File: config.mk
export PLATFORM = sky130hd
export DESIGN_NAME = irrigation_sequencer_unit
export DESIGN_NICKNAME = d
export VERILOG_FILES = /design/src/rtl/irseq_pkg.sv /design/src/rtl/irseq_cfg_regs.sv /design/src/rtl/irseq_step.sv /design/src/rtl/irrigation_sequencer_unit.sv
export VERILOG_INCLUDE_DIRS = /design/src /design/src/rtl
export SDC_FILE = /design/constraint.sdc
export NUM_CORES = 1
export LEC_CHECK = 0
export BUFFER_PORTS_ARGS = -buffer_cell sky130_fd_sc_hd__buf_4
export CAP_MARGIN = 40
export CORE_UTILIZATION = 45
export CTS_CLUSTER_SIZE = 20
export DETAILED_ROUTE_END_ITERATION = 7
export PLACE_DENSITY = 0.72
export SLEW_MARGIN = 20
export SYNTH_ARGS = -nofsm -noshare
export SYNTH_HDL_FRONTEND = slang
export SYNTH_SLANG_ARGS = --single-unit
File: constraint.sdc
create_clock -name i_clk -period 4.1 [get_ports i_clk]
set_clock_uncertainty 0.2 [all_clocks]
set_input_delay 0.205 -clock i_clk [delete_from_list [all_inputs] [get_ports i_clk]]
set_output_delay 0.205 -clock i_clk [all_outputs]
set_load 0.01 [all_outputs]
File: src/rtl/irrigation_sequencer_unit_assert.svh
// Assertion macros for the irrigation sequencer.
// Each expects i_clk and i_rst_n in the scope where it is used.
`ifndef IRRIGATION_SEQUENCER_UNIT_ASSERT_SVH
`define IRRIGATION_SEQUENCER_UNIT_ASSERT_SVH

// Same-cycle implication, checked outside reset
`define IRSEQ_ASSERT_NOW(lbl, ante, cons) \
    lbl: assert property (@(posedge i_clk) disable iff (!i_rst_n) (ante) |-> (cons)) \
        else $error("irrigation sequencer: same-cycle check failed");

// Next-cycle implication, checked outside reset
`define IRSEQ_ASSERT_NEXT(lbl, ante, cons) \
    lbl: assert property (@(posedge i_clk) disable iff (!i_rst_n) (ante) |=> (cons)) \
        else $error("irrigation sequencer: next-cycle check failed");

`endif

File: src/rtl/irseq_pkg.sv
`timescale 1ns / 1ps

package irseq_pkg;

    // Field widths
    localparam int TICK_W  = 32;
    localparam int HUM_W   = 7;
    localparam int PHASE_W = 2;
    localparam int CFG_IDX_W  = 3;
    localparam int CFG_DATA_W = 32;

    // Phase codes
    localparam logic [PHASE_W-1:0] PHASE_WAIT    = 2'd0;
    localparam logic [PHASE_W-1:0] PHASE_MEASURE = 2'd1;
    localparam logic [PHASE_W-1:0] PHASE_WATER   = 2'd2;
    localparam logic [PHASE_W-1:0] PHASE_ALARM   = 2'd3;

    // Configuration register indexes
    localparam logic [CFG_IDX_W-1:0] CFG_WAIT_TICKS   = 3'd0;
    localparam logic [CFG_IDX_W-1:0] CFG_SETTLE_TICKS = 3'd1;
    localparam logic [CFG_IDX_W-1:0] CFG_MAX_WATER    = 3'd2;
    localparam logic [CFG_IDX_W-1:0] CFG_DRY_THRESH   = 3'd3;
    localparam logic [CFG_IDX_W-1:0] CFG_WET_THRESH   = 3'd4;

    // Reset values of the configuration registers
    localparam logic [TICK_W-1:0] RST_WAIT_TICKS   = 32'd1000;
    localparam logic [TICK_W-1:0] RST_SETTLE_TICKS = 32'd100;
    localparam logic [TICK_W-1:0] RST_MAX_WATER    = 32'd10000;
    localparam logic [HUM_W-1:0]  RST_DRY_THRESH   = 7'd30;
    localparam logic [HUM_W-1:0]  RST_WET_THRESH   = 7'd60;

    typedef struct packed {
        logic [TICK_W-1:0] wait_ticks;
        logic [TICK_W-1:0] settle_ticks;
        logic [TICK_W-1:0] max_water_ticks;
        logic [HUM_W-1:0]  dry_threshold;
        logic [HUM_W-1:0]  wet_threshold;
    } t_cfg;

    // Levels and phase after one step
    typedef struct packed {
        logic               valve_on;
        logic               alarm_on;
        logic [PHASE_W-1:0] phase;
    } t_result;

endpackage

File: src/rtl/irseq_cfg_regs.sv
`timescale 1ns / 1ps

module irseq_cfg_regs
    import irseq_pkg::*;
(
    input  logic                  i_clk,
    input  logic                  i_rst_n,
    input  logic                  i_cfg_valid,
    output logic                  o_cfg_ready,
    input  logic [CFG_IDX_W-1:0]  i_cfg_index,
    input  logic [CFG_DATA_W-1:0] i_cfg_data,
    output t_cfg                  o_cfg
);

    t_cfg r_cfg;

    // Always able to take a write
    assign o_cfg_ready = 1'b1;
    assign o_cfg       = r_cfg;

    // Write the addressed register, drop unknown indexes
    always_ff @(posedge i_clk) begin
        if (!i_rst_n) begin
            r_cfg.wait_ticks      <= RST_WAIT_TICKS;
            r_cfg.settle_ticks    <= RST_SETTLE_TICKS;
            r_cfg.max_water_ticks <= RST_MAX_WATER;
            r_cfg.dry_threshold   <= RST_DRY_THRESH;
            r_cfg.wet_threshold   <= RST_WET_THRESH;
        end else if (i_cfg_valid) begin
            case (i_cfg_index)
                CFG_WAIT_TICKS:   r_cfg.wait_ticks      <= i_cfg_data[TICK_W-1:0];
                CFG_SETTLE_TICKS: r_cfg.settle_ticks    <= i_cfg_data[TICK_W-1:0];
                CFG_MAX_WATER:    r_cfg.max_water_ticks <= i_cfg_data[TICK_W-1:0];
                CFG_DRY_THRESH:   r_cfg.dry_threshold   <= i_cfg_data[HUM_W-1:0];
                CFG_WET_THRESH:   r_cfg.wet_threshold   <= i_cfg_data[HUM_W-1:0];
                default: begin
                end
            endcase
        end
    end

endmodule

File: src/rtl/irseq_step.sv
`timescale 1ns / 1ps

module irseq_step
    import irseq_pkg::*;
(
    input  logic             i_clk,
    input  logic             i_rst_n,
    input  logic             i_step,
    input  t_cfg             i_cfg,
    input  logic             i_tick,
    input  logic [HUM_W-1:0] i_humidity,
    output t_result          o_result
);

    logic [PHASE_W-1:0] r_phase, n_phase;
    logic [TICK_W-1:0]  r_ticks, n_ticks;
    logic               r_watered, n_watered;
    logic               r_valve, n_valve;
    logic               r_alarm, n_alarm;
    logic [TICK_W-1:0]  ticks_now;
    logic               dry, wet;

    // Saturating tick count, then compare against the phase times
    assign ticks_now = (i_tick && (r_ticks != {TICK_W{1'b1}})) ? r_ticks + 1'b1 : r_ticks;
    assign dry       = i_humidity <  i_cfg.dry_threshold;
    assign wet       = i_humidity >= i_cfg.wet_threshold;

    // Next phase and levels for this item
    always_comb begin
        n_phase   = r_phase;
        n_ticks   = ticks_now;
        n_watered = r_watered;
        n_valve   = r_valve;
        n_alarm   = r_alarm;
        case (r_phase)
            PHASE_WAIT: begin
                if (ticks_now >= i_cfg.wait_ticks) begin
                    n_phase = PHASE_MEASURE;
                    n_ticks = '0;
                end
            end
            PHASE_MEASURE: begin
                if (ticks_now >= i_cfg.settle_ticks) begin
                    n_ticks = '0;
                    if (dry) begin
                        if (r_watered) begin
                            n_phase = PHASE_ALARM;
                        end else begin
                            n_valve = 1'b1;
                            n_phase = PHASE_WATER;
                        end
                    end else begin
                        n_alarm   = 1'b0;
                        n_watered = 1'b0;
                        n_phase   = PHASE_WAIT;
                    end
                end
            end
            PHASE_WATER: begin
                if (wet || (ticks_now >= i_cfg.max_water_ticks)) begin
                    n_valve   = 1'b0;
                    n_watered = 1'b1;
                    n_phase   = PHASE_WAIT;
                    n_ticks   = '0;
                end
            end
            default: begin
                n_alarm   = 1'b1;
                n_watered = 1'b0;
                n_phase   = PHASE_WAIT;
                n_ticks   = '0;
            end
        endcase
    end

    assign o_result.valve_on = n_valve;
    assign o_result.alarm_on = n_alarm;
    assign o_result.phase    = n_phase;

    // Advance state only when an item is processed
    always_ff @(posedge i_clk) begin
        if (!i_rst_n) begin
            r_phase   <= PHASE_WAIT;
            r_ticks   <= '0;
            r_watered <= 1'b0;
            r_valve   <= 1'b0;
            r_alarm   <= 1'b0;
        end else if (i_step) begin
            r_phase   <= n_phase;
            r_ticks   <= n_ticks;
            r_watered <= n_watered;
            r_valve   <= n_valve;
            r_alarm   <= n_alarm;
        end
    end

endmodule

File: src/rtl/irrigation_sequencer_unit.sv
`timescale 1ns / 1ps
// Irrigation sequencer: wait / measure / water / alarm controller.
// Input stream (s side): one item per poll, tdata = tick_passed, humidity.
// Output stream (m side): one item per input item, tdata = valve_on,
//   alarm_on, phase, the levels and phase after that poll.
// Config channel: index 0..4 selects wait_ticks, settle_ticks,
//   max_water_ticks, dry_threshold, wet_threshold; other indexes are dropped.
//   Write only while no items are in flight; o_cfg_ready is always high.
// Path: an accepted item goes through the input register, then the step
//   logic into the output register before it shows on the m side.
// Throughput: one item per cycle while the receiver does not stall, set by
//   the single compare-and-count step between the input and output registers.
// Receiver stall: the output register holds its item, the input register
//   takes one more item, then s_tready drops until the output drains.
// Reset (synchronous, active low): phase wait, tick count zero, valve and
//   alarm off, both registers empty, configuration back to its defaults.

`include "irrigation_sequencer_unit_assert.svh"

module irrigation_sequencer_unit
    import irseq_pkg::*;
(
    input  logic                  i_clk,
    input  logic                  i_rst_n,
    // input items
    input  logic                  i_s_tvalid,
    output logic                  o_s_tready,
    input  logic [7:0]            i_s_tdata,   // [0] tick_passed, [7:1] humidity
    // result items
    output logic                  o_m_tvalid,
    input  logic                  i_m_tready,
    output logic [7:0]            o_m_tdata,   // [0] valve_on, [1] alarm_on, [3:2] phase, [7:4] 0
    // configuration writes
    input  logic                  i_cfg_valid,
    output logic                  o_cfg_ready,
    input  logic [CFG_IDX_W-1:0]  i_cfg_index,
    input  logic [CFG_DATA_W-1:0] i_cfg_data
);

    t_cfg             cfg;
    t_result          step_res;
    logic             r_in_valid;
    logic             r_in_tick;
    logic [HUM_W-1:0] r_in_hum;
    logic             r_out_valid;
    t_result          r_out;
    logic             out_free;
    logic             step;

    irseq_cfg_regs u_cfg (
        .i_clk       (i_clk),
        .i_rst_n     (i_rst_n),
        .i_cfg_valid (i_cfg_valid),
        .o_cfg_ready (o_cfg_ready),
        .i_cfg_index (i_cfg_index),
        .i_cfg_data  (i_cfg_data),
        .o_cfg       (cfg)
    );

    // Handshake between input register and output register
    assign out_free   = !r_out_valid || i_m_tready;
    assign step       = r_in_valid && out_free;
    assign o_s_tready = !r_in_valid || out_free;

    irseq_step u_step (
        .i_clk      (i_clk),
        .i_rst_n    (i_rst_n),
        .i_step     (step),
        .i_cfg      (cfg),
        .i_tick     (r_in_tick),
        .i_humidity (r_in_hum),
        .o_result   (step_res)
    );

    // Input register: load on accept, empty when the step consumes it
    always_ff @(posedge i_clk) begin
        if (!i_rst_n) begin
            r_in_valid <= 1'b0;
        end else if (o_s_tready) begin
            r_in_valid <= i_s_tvalid;
        end
    end

    always_ff @(posedge i_clk) begin
        if (o_s_tready && i_s_tvalid) begin
            r_in_tick <= i_s_tdata[0];
            r_in_hum  <= i_s_tdata[7:1];
        end
    end

    // Output register: load on step, hold while stalled
    always_ff @(posedge i_clk) begin
        if (!i_rst_n) begin
            r_out_valid <= 1'b0;
        end else if (out_free) begin
            r_out_valid <= r_in_valid;
        end
    end

    always_ff @(posedge i_clk) begin
        if (step) begin
            r_out <= step_res;
        end
    end

    assign o_m_tvalid = r_out_valid;
    assign o_m_tdata  = {4'b0000, r_out.phase, r_out.alarm_on, r_out.valve_on};

    // Valve is open exactly in the watering phase
    `IRSEQ_ASSERT_NOW(a_valve_phase, r_out_valid, r_out.valve_on == (r_out.phase == PHASE_WATER))
    // Both registers full and receiver stalled: no new item
    `IRSEQ_ASSERT_NOW(a_full_stall, r_in_valid && r_out_valid && !i_m_tready, !o_s_tready)
    // A processed item shows up as a result in the next cycle
    `IRSEQ_ASSERT_NEXT(a_step_out, step, r_out_valid)

endmodule

Word level (Yosys, flattened, before mapping)
Cells that the tools add are included.
Cells by class
  multiply operators: 0
  bitwise logic cells: 1
  equality and inequality tests: 10
  add/subtract/negate cells: 1
  shift operators: 0
  muxes and demuxes: 23
  order comparisons: 5
  div/mod/pow operators: 0
  reductions and logical operators: 17
Operators by type and width (number)
  $mux 32: 4
  $ge 32x32->1: 3
  $pmux 32 s3: 1
  $add 32x1->32 const B: 1
  $ne 32x32->1 const B: 1
  $mux 1: 10
  $reduce_and 2->1: 5
  $mux 2: 4
  $ge 7x7->1: 1
  $lt 7x7->1: 1
  $eq 3x2->1 const B: 2
  $pmux 2 s3: 1
  $reduce_and 5->1: 1
  $ne 2x1->1 const B: 2
  $pmux 1 s2: 2
  $eq 3x1->1 const B: 1
  $eq 3x3->1 const B: 1
  $logic_and 1x1->1: 3
  $logic_not 3->1: 1
  $logic_or 1x1->1: 3
  $pmux 1 s3: 1
  $eq 2x1->1 const B: 1
  $eq 2x2->1 const B: 1
  $logic_not 1->1: 2
  other kinds (4): 4
Storage, ports and cells
  memories kept: 0
  word-level logic and storage cells: 74
  latch bits: 0
  memory bits (writable): 0
  output and inout port bits: 11
  register bits after elaboration: 161
  bits in read-only memories: 0

Longest topological paths before layout
  depth after elaboration: 7
  gate-level depth with buffers: 19
  mapped depth without buffers: 17

Hierarchy
Synthesis repeated with hierarchy kept, for this count alone.
Unflattened totals
  cell total of the unflattened synthesis: 1097
  area, all modules: 9859.5 um^2
By module, submodules not included
  irseq_step: area each 5113.7 um^2, instances 1, cells an instance 659, sequential area each 740.7 um^2
  irseq_cfg_regs: area each 4247.8 um^2, instances 1, cells an instance 412, sequential area each 2202.1 um^2
  irrigation_sequencer_unit: area each 498.0 um^2, instances 1, cells an instance 26, sequential area each 400.4 um^2

Worst setup path after synthesis
Ideal clock, no wire load.
  kind: register to register
  start: reg u_step.r_ticks[2]
  end: reg u_step.r_ticks[6]
  path buffers: 2
  arrival time: 3875 ps
  library setup time: 57 ps
  setup slack: -32 ps
  stages on the path, launching flop included: 18
  period minus slack after synthesis: 4132 ps
  path through: dfxtp_1 -> and3_4 -> nand4_4 -> nor3_2 -> and3_1 -> buf_4 -> nor2b_2 -> xnor2_1 -> ha_1 -> nand2b_4 -> a2111oi_4 -> o311ai_1 -> a211o_1 -> a211oi_4 -> o31ai_4 -> buf_6 -> nor3b_1 -> a21o_1
Between the ends
  word-level cells in the longest chain between the ends: 7
RTL lines
  from (decl): line irseq_step.sv:16  | logic [TICK_W-1:0] r_ticks, n_ticks;
  from (signal assigned): line irseq_step.sv:90  | r_ticks <= n_ticks;
  parallel branches: the longest is 2 deep, another holds $add 32x1->32
  $mux 32 (*): line irseq_step.sv:24  | assign ticks_now = (i_tick && (r_ticks != {TICK_W{1'b1}})) ? r_ticks + 1'b1 : r_ticks;
  $ge 32x32->1: line irseq_step.sv:60  | if (wet || (ticks_now >= i_cfg.max_water_ticks)) begin
  $logic_or 1x1->1: line irseq_step.sv:60
  $mux 32: line irseq_step.sv:60
  $pmux 32 s3 (*): line irseq_step.sv:35  | case (r_phase)
Every way passes the cells marked *.
A chain may end at the register's enable or synchronous reset.

Worst setup path in the final report
  start: reg u_step.r_ticks[12]
  end: reg u_step.r_ticks[20]
Same word-level chain as after synthesis.

==> results.cfg <==
[run_status]
outcome = complete, but fails checks
violations = hold timing, setup timing

[sta]
fin_ws_ns = -0.204
fmax_mhz = 232
slew_viol_final = 0
slew-limit-headroom_pct = 35.6
hold_viol = 1
rsz0062_at_grt = true
fin_crit_sh_pct = 105
finalCriticalPeriod_ns = 4.30
tightestPinTransition_ns = 0.967
finalSetupViolCount = 38
whs_ns = -0.00391

[final_layout]
syn_to_final_growth_pct = 31.2
diodes = 0
drive_gt1_share_pct = 20.3
fin_nets = 1505
design_area_um2 = 12600

[floorplan]
rows = 53
design.core.area_um2 = 21000
ios = 59
start_util_pct = 45.8
die_h_um = 148
die_w_um = 148
die_area_um2 = 22000

[detailed_routing]
drt_first_pass_iters = 4
antenna_left = 0
drc = 0
wl_per_cell_um = 15.8
wl_um = 25800
dr.first_iter.drc_count = 464
vias = 8674
vias_per_cell = 5.32

[yosys]
syn_inst = 1161
synth.largest_area_cell = dfxtp_1
synthTopCellsByArea = dfxtp_1, ha_1, nand2_1
synthesis.area_um2 = 9630
synth.distinct_cells = 74
ys_seq_area_share_pct = 34.7
synth_seq_cells = 161
synth_top_area_share_pct = 31.0
syn-mean-instance-area_um2 = 8.29
synth_flop_cell = dfxtp_1
synth_enable_flop_cells = 12
yosysWarnings = 0
synthArstFlopShare_pct = 0

[placement]
hpwlAfterDp_um = 17500
placed_area_um2 = 10900
port_buffers = 53
post-place-ws_ns = -0.324
place.gp.congestion = 0.903

[worst_setup_path]
ff2ff_path_depth = 20
r2r-end = u_step.r_ticks[20]$_SDFFE_PN0P_
path_class = register to register
r2r_slack_ns = -0.20
cp.arrival_ns = 4.47
crit_fanout = 9
crit_path_top_delay_cell = or3_4
start_kind = register
cp_cell_sequence = and4_4 > nand3_4 > or3_4 > and4b_2 > nand4_1 > or2_1 > nand2_2 > buf_6 > ha_4 > nand4_1 > nor3_2 > a221oi_2 > o211ai_1 > buf_4 > a211oi_4 > buf_6 > nor3_4 > o21ai_2 > buf_6 > and2_1
required_ns = 4.27
crit_family = simple AND/OR/NAND/NOR gates
critPathBufInv = 4
slowest_delay_ns = 0.40
worstReg2RegStart = u_step.r_ticks[12]$_SDFFE_PN0P_
cp-end-kind = register
crit_path_frequent_cell = buf_6

[global_routing]
met1_usage_pct = 30.0
antenna_found_initial = 0
overflow = 0
grt_busiest_layer = met2
grt_max_degree = 74
grt_use_met3_pct = 3.77
grt.total_usage_pct = 24.1
grt_pass1_vias = 8622
met2_usage_pct = 41.0
grt_pass1_wl_um = 41900

[cts]
htree_levels = 4
ctsLongestPathBuffers = 2
clk_latency_ns = 0.43
numCtsBuffers = 17
clkTransAtPathRegs_ns = 0.07
ctsRootBufferMaster = clkbuf_16
cts_sinks = 161
cts_tree = built

[run]
maxCapViolCount = 0

[worst_hold_path]
worstHoldPathCells = 4
hold_class = primary input to register
hold_start = i_cfg_index[0]
min_to = u_cfg.o_cfg[13]$_SDFFE_PN0P_

[power]
power_per_cell_area_nw_per_um2 = 308
leakagePower_nw = 5.56
internal_power_w = 0.00299
switchingPower_w = 0.000899
pwr-share-clk_pct = 48.8
vdd_drop_max_v = 0.000301
p_comb_share_pct = 9.2
pwr-share-seq_pct = 42.0
swShare_pct = 23.1
[cells in the mapped netlist, types with 6 or more instances]
master and number:
nand4_1 21, a21o_1 20, nor3_1 11, clkbuf_1 38, xnor2_1 14, a21oi_1 42
and4_1 6, inv_1 115, nand3_1 21, nor2b_1 7, ha_1 115, nand2b_1 16
nand2_1 263, o211ai_1 25, and3_1 12, o21ai_0 21, dfxtp_1 149, and2_1 16
buf_4 6, edfxtp_1 12, a211oi_1 7, a21boi_0 90, xor2_1 22, nor2_1 26
[how the worst max path moves through the flow]
stage	startpoint	to	slack [ns]	cells past startpoint
floorplan	u_step.r_ticks[21]$_SDFFE_PN0P_	u_step.r_ticks[6]$_SDFFE_PN0P_	0.03	19
global placement	u_step.r_ticks[23]$_SDFFE_PN0P_	o_m_tdata[3]$_DFFE_PP_	-0.18	16
detailed placement	u_step.r_ticks[23]$_SDFFE_PN0P_	u_step.r_ticks[28]$_SDFFE_PN0P_	-0.32	18
CTS	u_step.r_ticks[12]$_SDFFE_PN0P_	u_step.r_ticks[12]$_SDFFE_PN0P_	-0.07	20
global route	u_step.r_ticks[12]$_SDFFE_PN0P_	u_step.r_ticks[8]$_SDFFE_PN0P_	-0.34	19
finish	u_step.r_ticks[12]$_SDFFE_PN0P_	u_step.r_ticks[20]$_SDFFE_PN0P_	-0.20	20
[through the flow]
step,instances,setup TNS (ns),total power (W),util [%]
floorplan,1164,0,0.00184,-
global placement,1541,-4.65,0.00195,52.0
detailed placement,1542,-9.09,0.00196,52.1
CTS,1629,-0.729,0.00389,59.5
global route,1630,-10.35,0.00401,60.1
finish,1630,-4.95,0.00389,60.1
[repair_timing]
action | 4_1_cts | 5_1_grt
hold buffers | 45 | 0
pin swaps | 29 | 13
cloned | 1 | 0
setup buffers | 9 | 2
gates resized for setup | 57 | 28
endpoints found under the setup margin | 41 | 41
hold endpoints to repair | 120 | 0
[cell families after synthesis]
group | Yosys count | synth area share [%]
adders and majority gates | 115 | 14.9
and+or+nand+nor | 434 | 21.6
muxes | 4 | 0.468
DFF | 161 | 34.7
xor gates and xnor gates | 36 | 3.28
other | 2 | 0.0780
buffers and inverters | 165 | 6.76
AOI/OAI and AO/OA | 244 | 18.1
[power groups by stage]
stage	registers, W	clock network [W]	logic (W)
after floorplan	0.00167	0	0.000172
after global placement	0.00167	0	0.000285
after detailed placement	0.00167	0	0.000292
after CTS	0.00163	0.00191	0.000348
after global routing	0.00164	0.00198	0.000393
final	0.00163	0.00190	0.000358
[placed cells by master, fill, tap and decap left out, types with 23 or more instances in the layout]
cell	count
a21oi_1	39
ha_1	109
nand2_1	259
dlygate4sd3_1	45
inv_1	115
a21boi_0	90
o211ai_1	25
dfxtp_1	146
nor2_1	23
buf_4	153
[per-layer routing]
layer  vias to the layer above  share of wire (%)
met5                         -                  0
met4                         0                3.2
met1                      4117                 45
met2                       198                 48
met3                        59                3.6
li1                       4300                  -
[area by class of cell]
| type | count | area, µm² |
|---|---|---|
| Timing Repair Buffer | 208 | 1720 |
| Clock buffer | 23 | 554 |
| Tap cell | 275 | 344 |
| Sequential cell | 161 | 3350 |
| Fill cell | 1696 | 8390 |
| Multi-Input combinational cell | 838 | 6070 |
| Inverter | 116 | 435 |
| Clock inverter | 9 | 158 |
[worst reg2reg max path: stages, from the launching register on]
cell      delay (ns)
dfxtp_2         0.33
and4_4          0.25
nand3_4         0.08
or3_4           0.40
and4b_2         0.34
nand4_1         0.11
or2_1           0.27
nand2_2         0.09
buf_6           0.11
ha_4            0.19
nand4_1         0.17
nor3_2          0.09
a221oi_2        0.29
o211ai_1        0.22
buf_4           0.21
a211oi_4        0.26
buf_6           0.16
nor3_4          0.04
o21ai_2         0.15
buf_6           0.14
and2_1          0.12
[sequential cells by signal (all words and copies together), names as in the netlist, 2 cells and up]
| register | cells |
|---|---|
| o_m_tdata | 4 |
| u_step.r_ticks | 32 |
| u_cfg.o_cfg | 110 |
| r_in_hum | 7 |
| u_step.r_phase | 2 |
No activity file was read; power rests on OpenSTA's default activity.
